File: src/rtl/core/sctc_pkg.sv
package sctc_pkg;

  localparam int unsigned SlotIdxW = 10;
  localparam logic [31:0] InvalidTag = 32'hFFFF_FFFF;

  localparam logic [1:0] ActRead  = 2'd0;
  localparam logic [1:0] ActWrite = 2'd1;
  localparam logic [1:0] ActFlush = 2'd2;

  typedef enum logic [1:0] {
    OpLookup = 2'd0,
    OpSweep  = 2'd1,
    OpFlush  = 2'd2
  } op_e;

  typedef struct packed {
    logic                vld;
    op_e                 op;
    logic                wr;
    logic                done;
    logic                wb;
    logic [SlotIdxW-1:0] slot;
    logic [31:0]         sector;
    logic [31:0]         wb_tag;
  } tok_t;

endpackage

File: src/rtl/core/sctc_cell.sv
module sctc_cell #(
  parameter int unsigned IDX = 0
) (
  input  logic             clk_i,
  input  logic             rst_ni,
  input  sctc_pkg::tok_t   tok_i,
  output sctc_pkg::tok_t   tok_o
);

  logic [31:0]    tag_q, tag_d;
  logic           vld_q, vld_d;
  logic           dirty_q, dirty_d;
  logic           used_q, used_d;
  logic           tok_vld_q;
  sctc_pkg::tok_t tok_q, tok_d;
  logic [31:0]    tag_eff;
  logic           here;

  assign tag_eff = vld_q ? tag_q : sctc_pkg::InvalidTag;
  assign here    = (tok_i.slot == sctc_pkg::SlotIdxW'(IDX));

  always_comb begin
    tag_d   = tag_q;
    vld_d   = vld_q;
    dirty_d = dirty_q;
    used_d  = used_q;
    tok_d   = tok_i;
    if (tok_i.vld) begin
      unique case (tok_i.op)
        sctc_pkg::OpLookup: begin
          if (!tok_i.done && tag_eff == tok_i.sector) begin
            used_d = 1'b1;
            if (tok_i.wr) begin
              dirty_d = 1'b1;
            end
            tok_d.done = 1'b1;
            tok_d.slot = sctc_pkg::SlotIdxW'(IDX);
          end
        end
        sctc_pkg::OpSweep: begin
          if (!tok_i.done) begin
            if (used_q) begin
              used_d = 1'b0;
            end else begin
              tok_d.wb     = dirty_q && vld_q;
              tok_d.wb_tag = tag_q;
              tag_d        = tok_i.sector;
              vld_d        = 1'b1;
              used_d       = 1'b1;
              dirty_d      = tok_i.wr;
              tok_d.done   = 1'b1;
              tok_d.slot   = sctc_pkg::SlotIdxW'(IDX);
            end
          end
        end
        sctc_pkg::OpFlush: begin
          if (here && vld_q && dirty_q) begin
            dirty_d      = 1'b0;
            tok_d.wb     = 1'b1;
            tok_d.wb_tag = tag_q;
          end
        end
        default: begin
        end
      endcase
    end
  end

  always_ff @(posedge clk_i or negedge rst_ni) begin
    if (!rst_ni) begin
      vld_q     <= 1'b0;
      dirty_q   <= 1'b0;
      used_q    <= 1'b0;
      tok_vld_q <= 1'b0;
    end else begin
      vld_q     <= vld_d;
      dirty_q   <= dirty_d;
      used_q    <= used_d;
      tok_vld_q <= tok_i.vld;
    end
  end

  always_ff @(posedge clk_i) begin
    tag_q <= tag_d;
    tok_q <= tok_d;
  end

  always_comb begin
    tok_o     = tok_q;
    tok_o.vld = tok_vld_q;
  end

`ifndef ASSERT_OFF
  a_used_valid: assert property (@(posedge clk_i) disable iff (!rst_ni)
    used_q |-> vld_q) else $error("used slot without valid tag");
  a_dirty_valid: assert property (@(posedge clk_i) disable iff (!rst_ni)
    dirty_q |-> vld_q) else $error("dirty slot without valid tag");
`endif

endmodule

File: config.mk
export PLATFORM = sky130hd
export DESIGN_NAME = sctc_cell
export DESIGN_NICKNAME = d
export VERILOG_FILES = /design/src/rtl/core/sctc_pkg.sv /design/src/rtl/core/sctc_cell.sv
export SDC_FILE = /design/constraint.sdc
export NUM_CORES = 1
export LEC_CHECK = 0
export BUFFER_PORTS_ARGS = -buffer_cell sky130_fd_sc_hd__buf_2
export CAP_MARGIN = 40
export CELL_PAD_IN_SITES_DETAIL_PLACEMENT = 0
export CELL_PAD_IN_SITES_GLOBAL_PLACEMENT = 1
export CORE_ASPECT_RATIO = 0.9
export CORE_MARGIN = 1.5
export CORE_UTILIZATION = 35
export CTS_CLUSTER_DIAMETER = 120
export DETAILED_ROUTE_END_ITERATION = 8
export GPL_TIMING_DRIVEN = 0
export PLACE_DENSITY = 0.75
export SLEW_MARGIN = 10
export SYNTH_ARGS = -nofsm -noshare
export SYNTH_HDL_FRONTEND = slang
export SYNTH_SLANG_ARGS = --single-unit
export TNS_END_PERCENT = 20
File: constraint.sdc
create_clock -name clk_i -period 2.4 [get_ports clk_i]
set_input_delay 0.12 -clock clk_i [delete_from_list [all_inputs] [get_ports clk_i]]
set_output_delay 0.12 -clock clk_i [all_outputs]
set_load 0.01 [all_outputs]
==> impl_metrics.env <==
export IMPL_status="finished with violations"
export IMPL_violations="negative setup slack"
export IMPL_grt_max_degree=33
export IMPL_fin_skew_ns=0.008944
export IMPL_synth_compound_gate_area_share_pct=16.55
export IMPL_met2_usage_pct=34.63
export IMPL_cts_sinks=115
export IMPL_critical_path_slowest_cell="or4_1"
export IMPL_cts_tree="built"
export IMPL_slew_headroom_pct=49.13
export IMPL_cp_start_kind="flip-flop"
export IMPL_power_density_nw_per_um2=734.7
export IMPL_grt_overflow=0
export IMPL_dr_pass1_iters=4
export IMPL_min_path_type="input port to asynchronous set/reset pin"
export IMPL_htreeDepth=4
export IMPL_syn_area_um2=4182
export IMPL_die_w_um=118.2
export IMPL_drive_above_1_share_pct=35.51
export IMPL_routed_wl_um=12770
export IMPL_critPathCaptureType="flip-flop"
export IMPL_syn2layout_area_growth_pct=59.75
export IMPL_setup_slack_ns=-0.07442
export IMPL_cp_max_fo=10
export IMPL_row_count=37
export IMPL_cp_num_buf_inv=2
export IMPL_portBuffers=161
export IMPL_grt_pass1_wl_um=19530
export IMPL_period_share_pct=103.1
export IMPL_setup_tns_ns=-0.07442
export IMPL_synthSimpleGateAreaFrac_pct=12.75
export IMPL_regArea_um2=2644
export IMPL_rsz0062_at_grt="yes"
export IMPL_use_met1_pct=25.41
export IMPL_utilization_pct=57.95
export IMPL_num_vias=3756
export IMPL_cts_buffers=17
export IMPL_timing_worst_setup_path_type="flip-flop to flip-flop"
export IMPL_clock_latency_ns=0.41
export IMPL_yosysSeqAreaShare_pct=63.20
export IMPL_met3_usage_pct=6.117
export IMPL_die_y_um=106.7
export IMPL_ant_nets=0
export IMPL_cts_root_buffer_cell="clkbuf_16"
export IMPL_final_nets=702
export IMPL_place_hpwl_um=7901
export IMPL_ys_warn_count=0
export IMPL_synth_edf_count=32
export IMPL_worstPathArrival_ns=2.81
export IMPL_synthMuxAreaShare_pct=0.2394
export IMPL_r2r_start="vld_q$_DFFE_PN0P_"
export IMPL_postSynthAreaPerCell_um2=12.05
export IMPL_gp_congestion=0.7762
export IMPL_syn_inst=347
export IMPL_multiInputGateArea_um2=1469
export IMPL_period_minus_slack_ns=2.474
export IMPL_synth_xor_area_share_pct=3.351
export IMPL_ys_types=37
export IMPL_worstMarginPinSlew_ns=0.7619
export IMPL_via_per_inst=4.791
export IMPL_max_stage_delay_ns=0.56
export IMPL_synth_flop_cell="dfxtp_1"
export IMPL_timing_fmax_mhz=404.1
export IMPL_syn_nets=433
export IMPL_r2r_cells=8
export IMPL_synthAdderAreaFrac_pct=1.197
export IMPL_path_delay_family="simple AND/OR/NAND/NOR gates"
export IMPL_ff2ff_setup_slack_ns=-0.07
export IMPL_track_usage_pct=20.81
export IMPL_ir_drop_mv=0.5324
export IMPL_setup_violations_final=1
export IMPL_fill_cells=953
export IMPL_leakagePower_nw=2.975
export IMPL_path_cells="inv_6 > buf_12 > o41ai_2 > a31oi_1 > nor4_2 > nand4_2 > or4_1 > nand3_1"
export IMPL_drc=0
export IMPL_final_max_slew_violation_count=0
export IMPL_io_pins=162
export IMPL_r2r_end="dirty_q$_DFFE_PN0P_"
export IMPL_yosys_register_bits=115
export IMPL_antenna_found_initial=0
export IMPL_synth_top_family_by_area="compound AO/OA/AOI/OAI gates"
export IMPL_drt_iter0_markers=152
export IMPL_max_cap_violations=0
export IMPL_wl_per_cell_um=16.29
export IMPL_die_area_um2=12610
export IMPL_synthArstFlopShare_pct=3.478
export IMPL_critPathRequiredTime_ns=2.74
export IMPL_core_area_um2=11530
export IMPL_grt_busiest_layer="met2"
export IMPL_cts_clk_slew_worst_paths_ns=0.05
export IMPL_hold_viol_final=0
export IMPL_initial_core_util_pct=36.27
export IMPL_grt_pass1_vias=3765
export IMPL_diodes=0
export IMPL_cts_buffer_depth=2
[cells by family after synthesis]
kind of cell / after synthesis
flops: 115
xor+xnor: 16
fa+ha+maj: 4
mux: 1
compound gates: 90
buf+inv: 27
simple gates: 94
[registers in the layout, summed over array words and instances (netlist names)]
register   cells
vld_q          1
dirty_q        1
tok_vld_q      1
tok_o         79
tag_q         32
used_q         1
[synth_stat cells, types with 2 or more instances]
library cell | n | area share, %
dfxtp_1 | 79 | 38
a22o_1 | 32 | 6.7
edfxtp_1 | 32 | 23
nand2_1 | 21 | 1.9
o21ai_0 | 20 | 2.4
a31oi_1 | 16 | 2.4
nand2b_1 | 16 | 2.4
nand3b_1 | 16 | 2.9
xor2_1 | 16 | 3.4
nor2_1 | 14 | 1.3
inv_1 | 13 | 1.2
o41ai_1 | 13 | 2.7
clkbuf_1 | 10 | 0.90
nand3_1 | 8 | 0.96
nor4_1 | 5 | 0.75
dfrtp_1 | 4 | 2.4
ha_1 | 4 | 1.2
nor2b_1 | 4 | 0.60
o41ai_2 | 3 | 1.2
or2b_1 | 3 | 0.54
a21oi_1 | 2 | 0.24
[layout make-up]
cell class,instances,area share (%)
Multi-Input combinational cell,205,21.99
Inverter,14,0.8616
Buffer,13,1.686
Timing Repair Buffer,250,25.10
Tap cell,156,2.922
Sequential cell,115,39.58
Clock inverter,6,0.4495
Clock buffer,25,7.417
[power breakdown]
| group | internal [mW] | total [mW] | switching, mW |
|---|---|---|---|
| sequential | 2.11 | 2.15 | 0.0411 |
| combinational | 0.280 | 0.538 | 0.257 |
| clock | 1.41 | 2.22 | 0.814 |
[worst max-delay path by stage]
stage	to	slack, ns	depth (start not counted)	startpoint
after global routing	dirty_q$_DFFE_PN0P_	-0.21	8	vld_q$_DFFE_PN0P_
after floorplan	dirty_q$_DFFE_PN0P_	0.25	9	vld_q$_DFFE_PN0P_
final	dirty_q$_DFFE_PN0P_	-0.07	8	vld_q$_DFFE_PN0P_
after global placement	dirty_q$_DFFE_PN0P_	-0.59	9	vld_q$_DFFE_PN0P_
after CTS	dirty_q$_DFFE_PN0P_	-0.08	8	vld_q$_DFFE_PN0P_
after detailed placement	dirty_q$_DFFE_PN0P_	-0.58	9	vld_q$_DFFE_PN0P_
[routing by layer]
layer | wire length, µm | part of all wire (%) | up-vias
li1 | - | - | 1830
met1 | 5594 | 44 | 1773
met2 | 6291 | 49 | 136
met3 | 688 | 5.4 | 17
met4 | 193 | 1.5 | 0
met5 | 0 | 0 | -
[metrics by stage]
stage	power [mW]	worst slack, ns	hold slack [ns]	cells	instance area, µm²
global placement	2.599	-0.5923	-0.06557	664	5182
global route	5.096	-0.2051	0.07400	784	6680
finish	4.908	-0.07442	0.08352	784	6680
detailed placement	2.607	-0.5759	-0.06589	664	5182
floorplan	2.371	0.2487	-0.1756	347	4182
CTS	4.947	-0.07852	0.03289	782	6659
[timing repair]
action	in CTS	in global routing
buffers inserted	6	2
pin swaps	6	3
gates resized for setup	23	11
endpoints found under the hold margin	116	0
hold buffers	81	0
endpoints found under the setup margin	44	42
[cells in the final DEF, fill, tap and decap left out, drive strengths merged]
| cell type | n |
|---|---|
| o41ai | 16 |
| or4 | 1 |
| or3 | 1 |
| nor2 | 14 |
| nor4 | 6 |
| clkbuf | 32 |
| a22o | 32 |
| nor2b | 4 |
| dfrtp | 4 |
| dfxtp | 79 |
| o221ai | 1 |
| nor3b | 1 |
| a21oi | 2 |
| inv | 14 |
| o311a | 1 |
| buf | 175 |
| nand3b | 16 |
| clkinv | 6 |
| mux2i | 1 |
| edfxtp | 32 |
| ha | 4 |
| nand3 | 8 |
| and3 | 1 |
| or2b | 3 |
| nand2b | 16 |
| nand4 | 1 |
| dlygate4sd3 | 81 |
| xor2 | 16 |
| nor4bb | 1 |
| nand2 | 21 |
| a22oi | 1 |
| a31oi | 16 |
| o21ai | 20 |
| o22ai | 1 |
(Power assumes the default switching activity.)
