===== config.mk =====
export PLATFORM = sky130hd
export DESIGN_NAME = sctc_ctrl
export DESIGN_NICKNAME = d
export VERILOG_FILES = /design/src/rtl/core/sctc_pkg.sv /design/src/rtl/core/sctc_ctrl.sv
export SDC_FILE = /design/constraint.sdc
export NUM_CORES = 1
export LEC_CHECK = 0
export BUFFER_PORTS_ARGS = -buffer_cell sky130_fd_sc_hd__buf_2
export CAP_MARGIN = 30
export CELL_PAD_IN_SITES_DETAIL_PLACEMENT = 0
export CELL_PAD_IN_SITES_GLOBAL_PLACEMENT = 1
export CORE_MARGIN = 2
export CORE_UTILIZATION = 26
export CTS_CLUSTER_DIAMETER = 50
export DETAILED_ROUTE_END_ITERATION = 12
export GPL_ROUTABILITY_DRIVEN = 0
export GPL_TIMING_DRIVEN = 0
export PLACE_DENSITY_LB_ADDON = 0.1
export SLEW_MARGIN = 0
export SYNTH_ARGS = -nofsm -noshare
export SYNTH_HDL_FRONTEND = slang
export SYNTH_SLANG_ARGS = --single-unit
export TNS_END_PERCENT = 20

===== constraint.sdc =====
create_clock -name clk_i -period 7.5 [get_ports clk_i]
set_input_delay 1.5 -clock clk_i [delete_from_list [all_inputs] [get_ports clk_i]]
set_output_delay 1.5 -clock clk_i [all_outputs]
set_load 0.01 [all_outputs]

===== src/rtl/core/sctc_pkg.sv =====
package sctc_pkg;

  localparam int unsigned SlotIdxW = 10;
  localparam logic [31:0] InvalidTag = 32'hFFFF_FFFF;

  localparam logic [1:0] ActRead  = 2'd0;
  localparam logic [1:0] ActWrite = 2'd1;
  localparam logic [1:0] ActFlush = 2'd2;

  typedef enum logic [1:0] {
    OpLookup = 2'd0,
    OpSweep  = 2'd1,
    OpFlush  = 2'd2
  } op_e;

  typedef struct packed {
    logic                vld;
    op_e                 op;
    logic                wr;
    logic                done;
    logic                wb;
    logic [SlotIdxW-1:0] slot;
    logic [31:0]         sector;
    logic [31:0]         wb_tag;
  } tok_t;

endpackage


===== src/rtl/core/sctc_ctrl.sv =====
module sctc_ctrl #(
  parameter int unsigned SLOT_COUNT = 128
) (
  input  logic           clk_i,
  input  logic           rst_ni,
  input  logic           start_i,
  output logic           busy_o,
  input  logic [1:0]     action_i,
  input  logic [31:0]    sector_number_i,
  input  logic [6:0]     flush_slot_i,
  output sctc_pkg::tok_t tok_o,
  input  sctc_pkg::tok_t tok_i,
  output logic           result_valid_o,
  output logic           hit_o,
  output logic [6:0]     slot_index_o,
  output logic           write_back_o,
  output logic [31:0]    write_back_sector_o,
  output logic           fill_o
);

  localparam logic StIdle = 1'b0;
  localparam logic StRun  = 1'b1;

  logic        state_q, state_d;
  logic        res_vld_q, res_vld_d;
  logic        hit_q, hit_d;
  logic [6:0]  slot_q, slot_d;
  logic        wb_q, wb_d;
  logic [31:0] wb_sec_q, wb_sec_d;
  logic        fill_q, fill_d;
  logic        accept;

  assign accept = start_i && (state_q == StIdle);

  always_comb begin
    state_d   = state_q;
    res_vld_d = 1'b0;
    hit_d     = hit_q;
    slot_d    = slot_q;
    wb_d      = wb_q;
    wb_sec_d  = wb_sec_q;
    fill_d    = fill_q;
    tok_o     = '0;
    if (accept) begin
      priority if (action_i == sctc_pkg::ActFlush) begin
        if (32'(flush_slot_i) >= SLOT_COUNT) begin
          res_vld_d = 1'b1;
          hit_d     = 1'b0;
          slot_d    = flush_slot_i;
          wb_d      = 1'b0;
          wb_sec_d  = '0;
          fill_d    = 1'b0;
        end else begin
          tok_o.vld  = 1'b1;
          tok_o.op   = sctc_pkg::OpFlush;
          tok_o.slot = sctc_pkg::SlotIdxW'(flush_slot_i);
          state_d    = StRun;
        end
      end else if ((action_i == sctc_pkg::ActRead || action_i == sctc_pkg::ActWrite) &&
                   sector_number_i != sctc_pkg::InvalidTag) begin
        tok_o.vld    = 1'b1;
        tok_o.op     = sctc_pkg::OpLookup;
        tok_o.wr     = (action_i == sctc_pkg::ActWrite);
        tok_o.sector = sector_number_i;
        state_d      = StRun;
      end else begin
        res_vld_d = 1'b1;
        hit_d     = 1'b0;
        slot_d    = '0;
        wb_d      = 1'b0;
        wb_sec_d  = '0;
        fill_d    = 1'b0;
      end
    end else if (state_q == StRun && tok_i.vld) begin
      unique case (tok_i.op)
        sctc_pkg::OpLookup: begin
          if (tok_i.done) begin
            res_vld_d = 1'b1;
            hit_d     = 1'b1;
            slot_d    = 7'(tok_i.slot);
            wb_d      = 1'b0;
            wb_sec_d  = '0;
            fill_d    = 1'b0;
            state_d   = StIdle;
          end else begin
            tok_o      = tok_i;
            tok_o.op   = sctc_pkg::OpSweep;
            tok_o.done = 1'b0;
            tok_o.wb   = 1'b0;
          end
        end
        sctc_pkg::OpSweep: begin
          if (tok_i.done) begin
            res_vld_d = 1'b1;
            hit_d     = 1'b0;
            slot_d    = 7'(tok_i.slot);
            wb_d      = tok_i.wb;
            wb_sec_d  = tok_i.wb ? tok_i.wb_tag : 32'd0;
            fill_d    = 1'b1;
            state_d   = StIdle;
          end else begin
            tok_o = tok_i;
          end
        end
        default: begin
          res_vld_d = 1'b1;
          hit_d     = 1'b0;
          slot_d    = 7'(tok_i.slot);
          wb_d      = tok_i.wb;
          wb_sec_d  = tok_i.wb ? tok_i.wb_tag : 32'd0;
          fill_d    = 1'b0;
          state_d   = StIdle;
        end
      endcase
    end
  end

  always_ff @(posedge clk_i or negedge rst_ni) begin
    if (!rst_ni) begin
      state_q   <= StIdle;
      res_vld_q <= 1'b0;
    end else begin
      state_q   <= state_d;
      res_vld_q <= res_vld_d;
    end
  end

  always_ff @(posedge clk_i) begin
    hit_q    <= hit_d;
    slot_q   <= slot_d;
    wb_q     <= wb_d;
    wb_sec_q <= wb_sec_d;
    fill_q   <= fill_d;
  end

  assign busy_o              = (state_q == StRun);
  assign result_valid_o      = res_vld_q;
  assign hit_o               = hit_q;
  assign slot_index_o        = slot_q;
  assign write_back_o        = wb_q;
  assign write_back_sector_o = wb_sec_q;
  assign fill_o              = fill_q;

`ifndef ASSERT_OFF
  a_return_in_run: assert property (@(posedge clk_i) disable iff (!rst_ni)
    tok_i.vld |-> state_q == StRun) else $error("token returned while idle");
  a_result_idle: assert property (@(posedge clk_i) disable iff (!rst_ni)
    res_vld_q |-> state_q == StIdle) else $error("result while request in flight");
  a_hit_no_fill: assert property (@(posedge clk_i) disable iff (!rst_ni)
    res_vld_q |-> !(hit_q && (fill_q || wb_q))) else $error("hit with fill or write-back");
  a_second_sweep: assert property (@(posedge clk_i) disable iff (!rst_ni)
    tok_i.vld && tok_i.op == sctc_pkg::OpSweep && !tok_i.done |=>
    !(tok_i.vld && tok_i.op == sctc_pkg::OpSweep))
    else $error("sweep token relaunched out of order");
`endif

endmodule


==> key figures <==
Status
  – Status: finished, final reports clean

Critical path
  – CP bufs+invs: 4
  – Crit Path Class: in2out
  – Crit path capture type: primary output
  – Critical path, cell by cell: buf_2 > nor3_2 > buf_2 > clkbuf_1 > and2_1 > buf_2
  – CP max stage cell: nor3_2
  – R2R Path Start: busy_o
  – Worst Path Required: 6.00 ns
  – FF-to-FF End: write_back_sector_o[20]
  – Startpoint Class: primary input
  – CP max stage delay: 0.37 ns
  – Worst Reg-to-Reg Cells: 4
  – Cell family with the largest share of critical-path delay: buffers and inverters
  – Crit path DAT: 2.94 ns
  – Most frequent CP cell: buf_2
  – FF-to-FF setup slack: around 5.4 ns
  – Crit path max fanout: 10

Routing
  – Via density: 4.543
  – Drt total wl: 8.099 mm
  – DR WL/cell: between 10 and 15 µm
  – Met3 routed WL: 569 µm
  – DRC viols: 0
  – Detail Route met2 WL: 4.324 mm
  – DRT iter0 DRCs: 43
  – Drt pass-1 iters: 4
  – Routed Antenna Nets: 0
  – Top sig layer: met4
  – Via Count: 2594
  – Met1 WL: between 2 and 3 mm

Placed design
  – Pre-CTS setup slack: 2.949 ns
  – DP HPWL: 6.951 mm
  – Port-buffer cells: 246
  – Dpl cell area: 3814 µm²

Timing
  – Final WS setup: 3.065 ns
  – Period utilisation layout: roughly 59%
  – Crit path time final: approximately 4.4 ns
  – Worst-Margin Slew: 0.6722 ns
  – Setup TNS: 0 ns
  – Clock Skew: around 0.0074 ns
  – Slew HR: 55.05%
  – Max-slew violations: 0
  – Final Setup Violations: 0
  – Final number of hold-violating endpoints: 0
  – RSZ-0062 raised after global routing: no
  – Fmax: about 230 MHz

Clock network
  – Root Driver: clkbuf_8
  – Clock buffer depth: 2
  – Clock Latency Late Sink: 0.29 ns
  – H-tree Lvls: 2
  – Post-CTS Setup Bufs: 0
  – CTS resizes: 0
  – CTS clk-pin slew, worst paths: 0.07 ns
  – Cts bufs inserted: 5
  – TritonCTS clock tree: done
  – Sink Count: 44
  – Cts hold-fix bufs: 0

Finish
  – Leading cell type in the layout, fill and taps excluded: buf_2
  – Share of layout cells above drive strength 1: 57.61%
  – Commonest non-fill, non-tap cells in the layout: buf_2 (251), and2_1 (74), edfxtp_1 (42)
  – Total Nets Final: 584
  – Area grow syn2layout: 62.38%
  – Diodes inserted: 0
  – Fin util: 42.80%
  – Fin area: 3899 µm²

Power
  – Internal power: 585.1 µW
  – Leakage Power: a little over 2 nW
  – NetSw: 298.1 µW
  – Combinational power share: 41.2%
  – Seq pwr share: 43.1%
  – Sw Share: about a third
  – Total power draw: 883.2 µW
  – Clock Power Share: 15.7%
  – Max IR drop VDD: 0.00007423 V
  – Power Dens Cells: 226.5 nW/µm²

Synthesis
  – Synth Instances: 204
  – Post-Syn Area: 2401 µm²
  – Avg Inst Size Synth: 11.77 µm²
  – Syn nets: 328
  – Post-Synth XOR/XNOR Area: 0%
  – Post-Synth Simple-Gate Area: 24.65%
  – Multiplexer share of the synthesized area: 0%
  – Yosys reg bits: 44
  – Register area share after synthesis: 54.61%
  – Post-synth cell types: 24
  – Yosys warning count: 0
  – Post-Synth Adder-Cell Area: 0%
  – Compound-Gate Fraction of Synth Area: 16.73%
  – Main combinational cell family by area after synthesis: simple AND/OR/NAND/NOR gates

Floorplanning
  – Initial Utilization: 26.36%
  – # rows: 35
  – # IOs: 248
  – Die Y: 100.1 µm
  – Die span in x: 100.1 µm
  – Core ar.: between 9000 and 10000 µm²
  – Die ar.: 10020 µm²

Global route
  – Vias in the first global route: 2371
  – Total congestion overflow: 0
  – Tot GR Track Use: 15.21%
  – Largest net degree at the start of global routing: 14
  – Initial antenna violation count: 0
  – First-pass GRT wire length: approximately 12 mm

Run
  – Max_cap viols: 0

Hold path
  – Worst hold path cell count: 1
  – Worst Hold End: busy_o
  – Hold crit path type: reg2reg
  – Hold Startpoint: busy_o
## area by class of cell
type	instances	area (µm²)
clock inverter	1	5.005
sequential	44	1311
timing repair buffer	249	1269
buffer	18	92.59
multi-input combinational	142	1010
clock buffer	6	72.57
tap	111	138.9
fill	937	5210
## kinds of logic after synthesis
logic type             after synthesis
flip-flops                          44
AO/OA/AOI/OAI                       47
buffers and inverters               18
AND/OR/NAND/NOR                     94
other                                1
## sequential cells by signal, indices dropped and copies added, names as in the netlist
register             cells
hit_o                    1
fill_o                   1
busy_o                   1
write_back_o             1
write_back_sector_o     32
result_valid_o           1
slot_index_o             7
## per-layer routing
metal | up-vias | GRT usage, %
li1 | 1268 | -
met1 | 1160 | 16.26
met2 | 149 | 29.05
met3 | 17 | 2.855
met4 | 0 | 6.428
met5 | - | 0
## per-stage QoR
| stage | hold slack (ns) | cells |
|---|---|---|
| floorplan | 0.5984 | 204 |
| global placement | 0.5852 | 561 |
| detailed placement | 0.5856 | 563 |
| CTS | 0.6047 | 570 |
| global route | 0.6403 | 571 |
| finish | 0.6019 | 571 |
## how the worst max path moves through the flow
stage	startpoint	to	cells past startpoint
floorplan	sector_number_i[15]	fill_o	5
detailed placement	tok_i[78]	tok_o[22]	6
global placement	sector_number_i[6]	write_back_sector_o[14]	6
CTS	tok_i[78]	tok_o[22]	6
finish	tok_i[78]	tok_o[22]	6
global route	tok_i[78]	tok_o[16]	6
## Yosys cell counts
cell type	count	share of area, %
buf_6	2	0.94
nor2_1	1	0.16
a22o_1	40	15
a211o_1	1	0.36
nor3_2	1	0.42
buf_2	5	1.0
clkbuf_1	10	1.6
buf_4	1	0.31
and2_1	74	19
o211ai_1	1	0.31
nor2b_1	1	0.26
nor3b_1	2	0.63
edfxtp_1	42	53
nor4_1	2	0.52
a211oi_1	4	1.3
o21ai_0	1	0.21
nor4bb_1	1	0.42
dfrtp_1	2	2.1
nor3_1	1	0.21
nand4_1	8	2.1
conb_1	1	0.16
nand2_1	1	0.16
nand2b_1	1	0.26
or3_1	1	0.26
## power groups by stage
stage	registers (mW)	logic, mW	clock network [mW]
floorplan	0.435	0.135	0
finish	0.381	0.364	0.139
global placement	0.395	0.350	0
global route	0.388	0.396	0.152
CTS	0.382	0.368	0.145
detailed placement	0.388	0.367	0
Power figures use the tool's default switching activity.
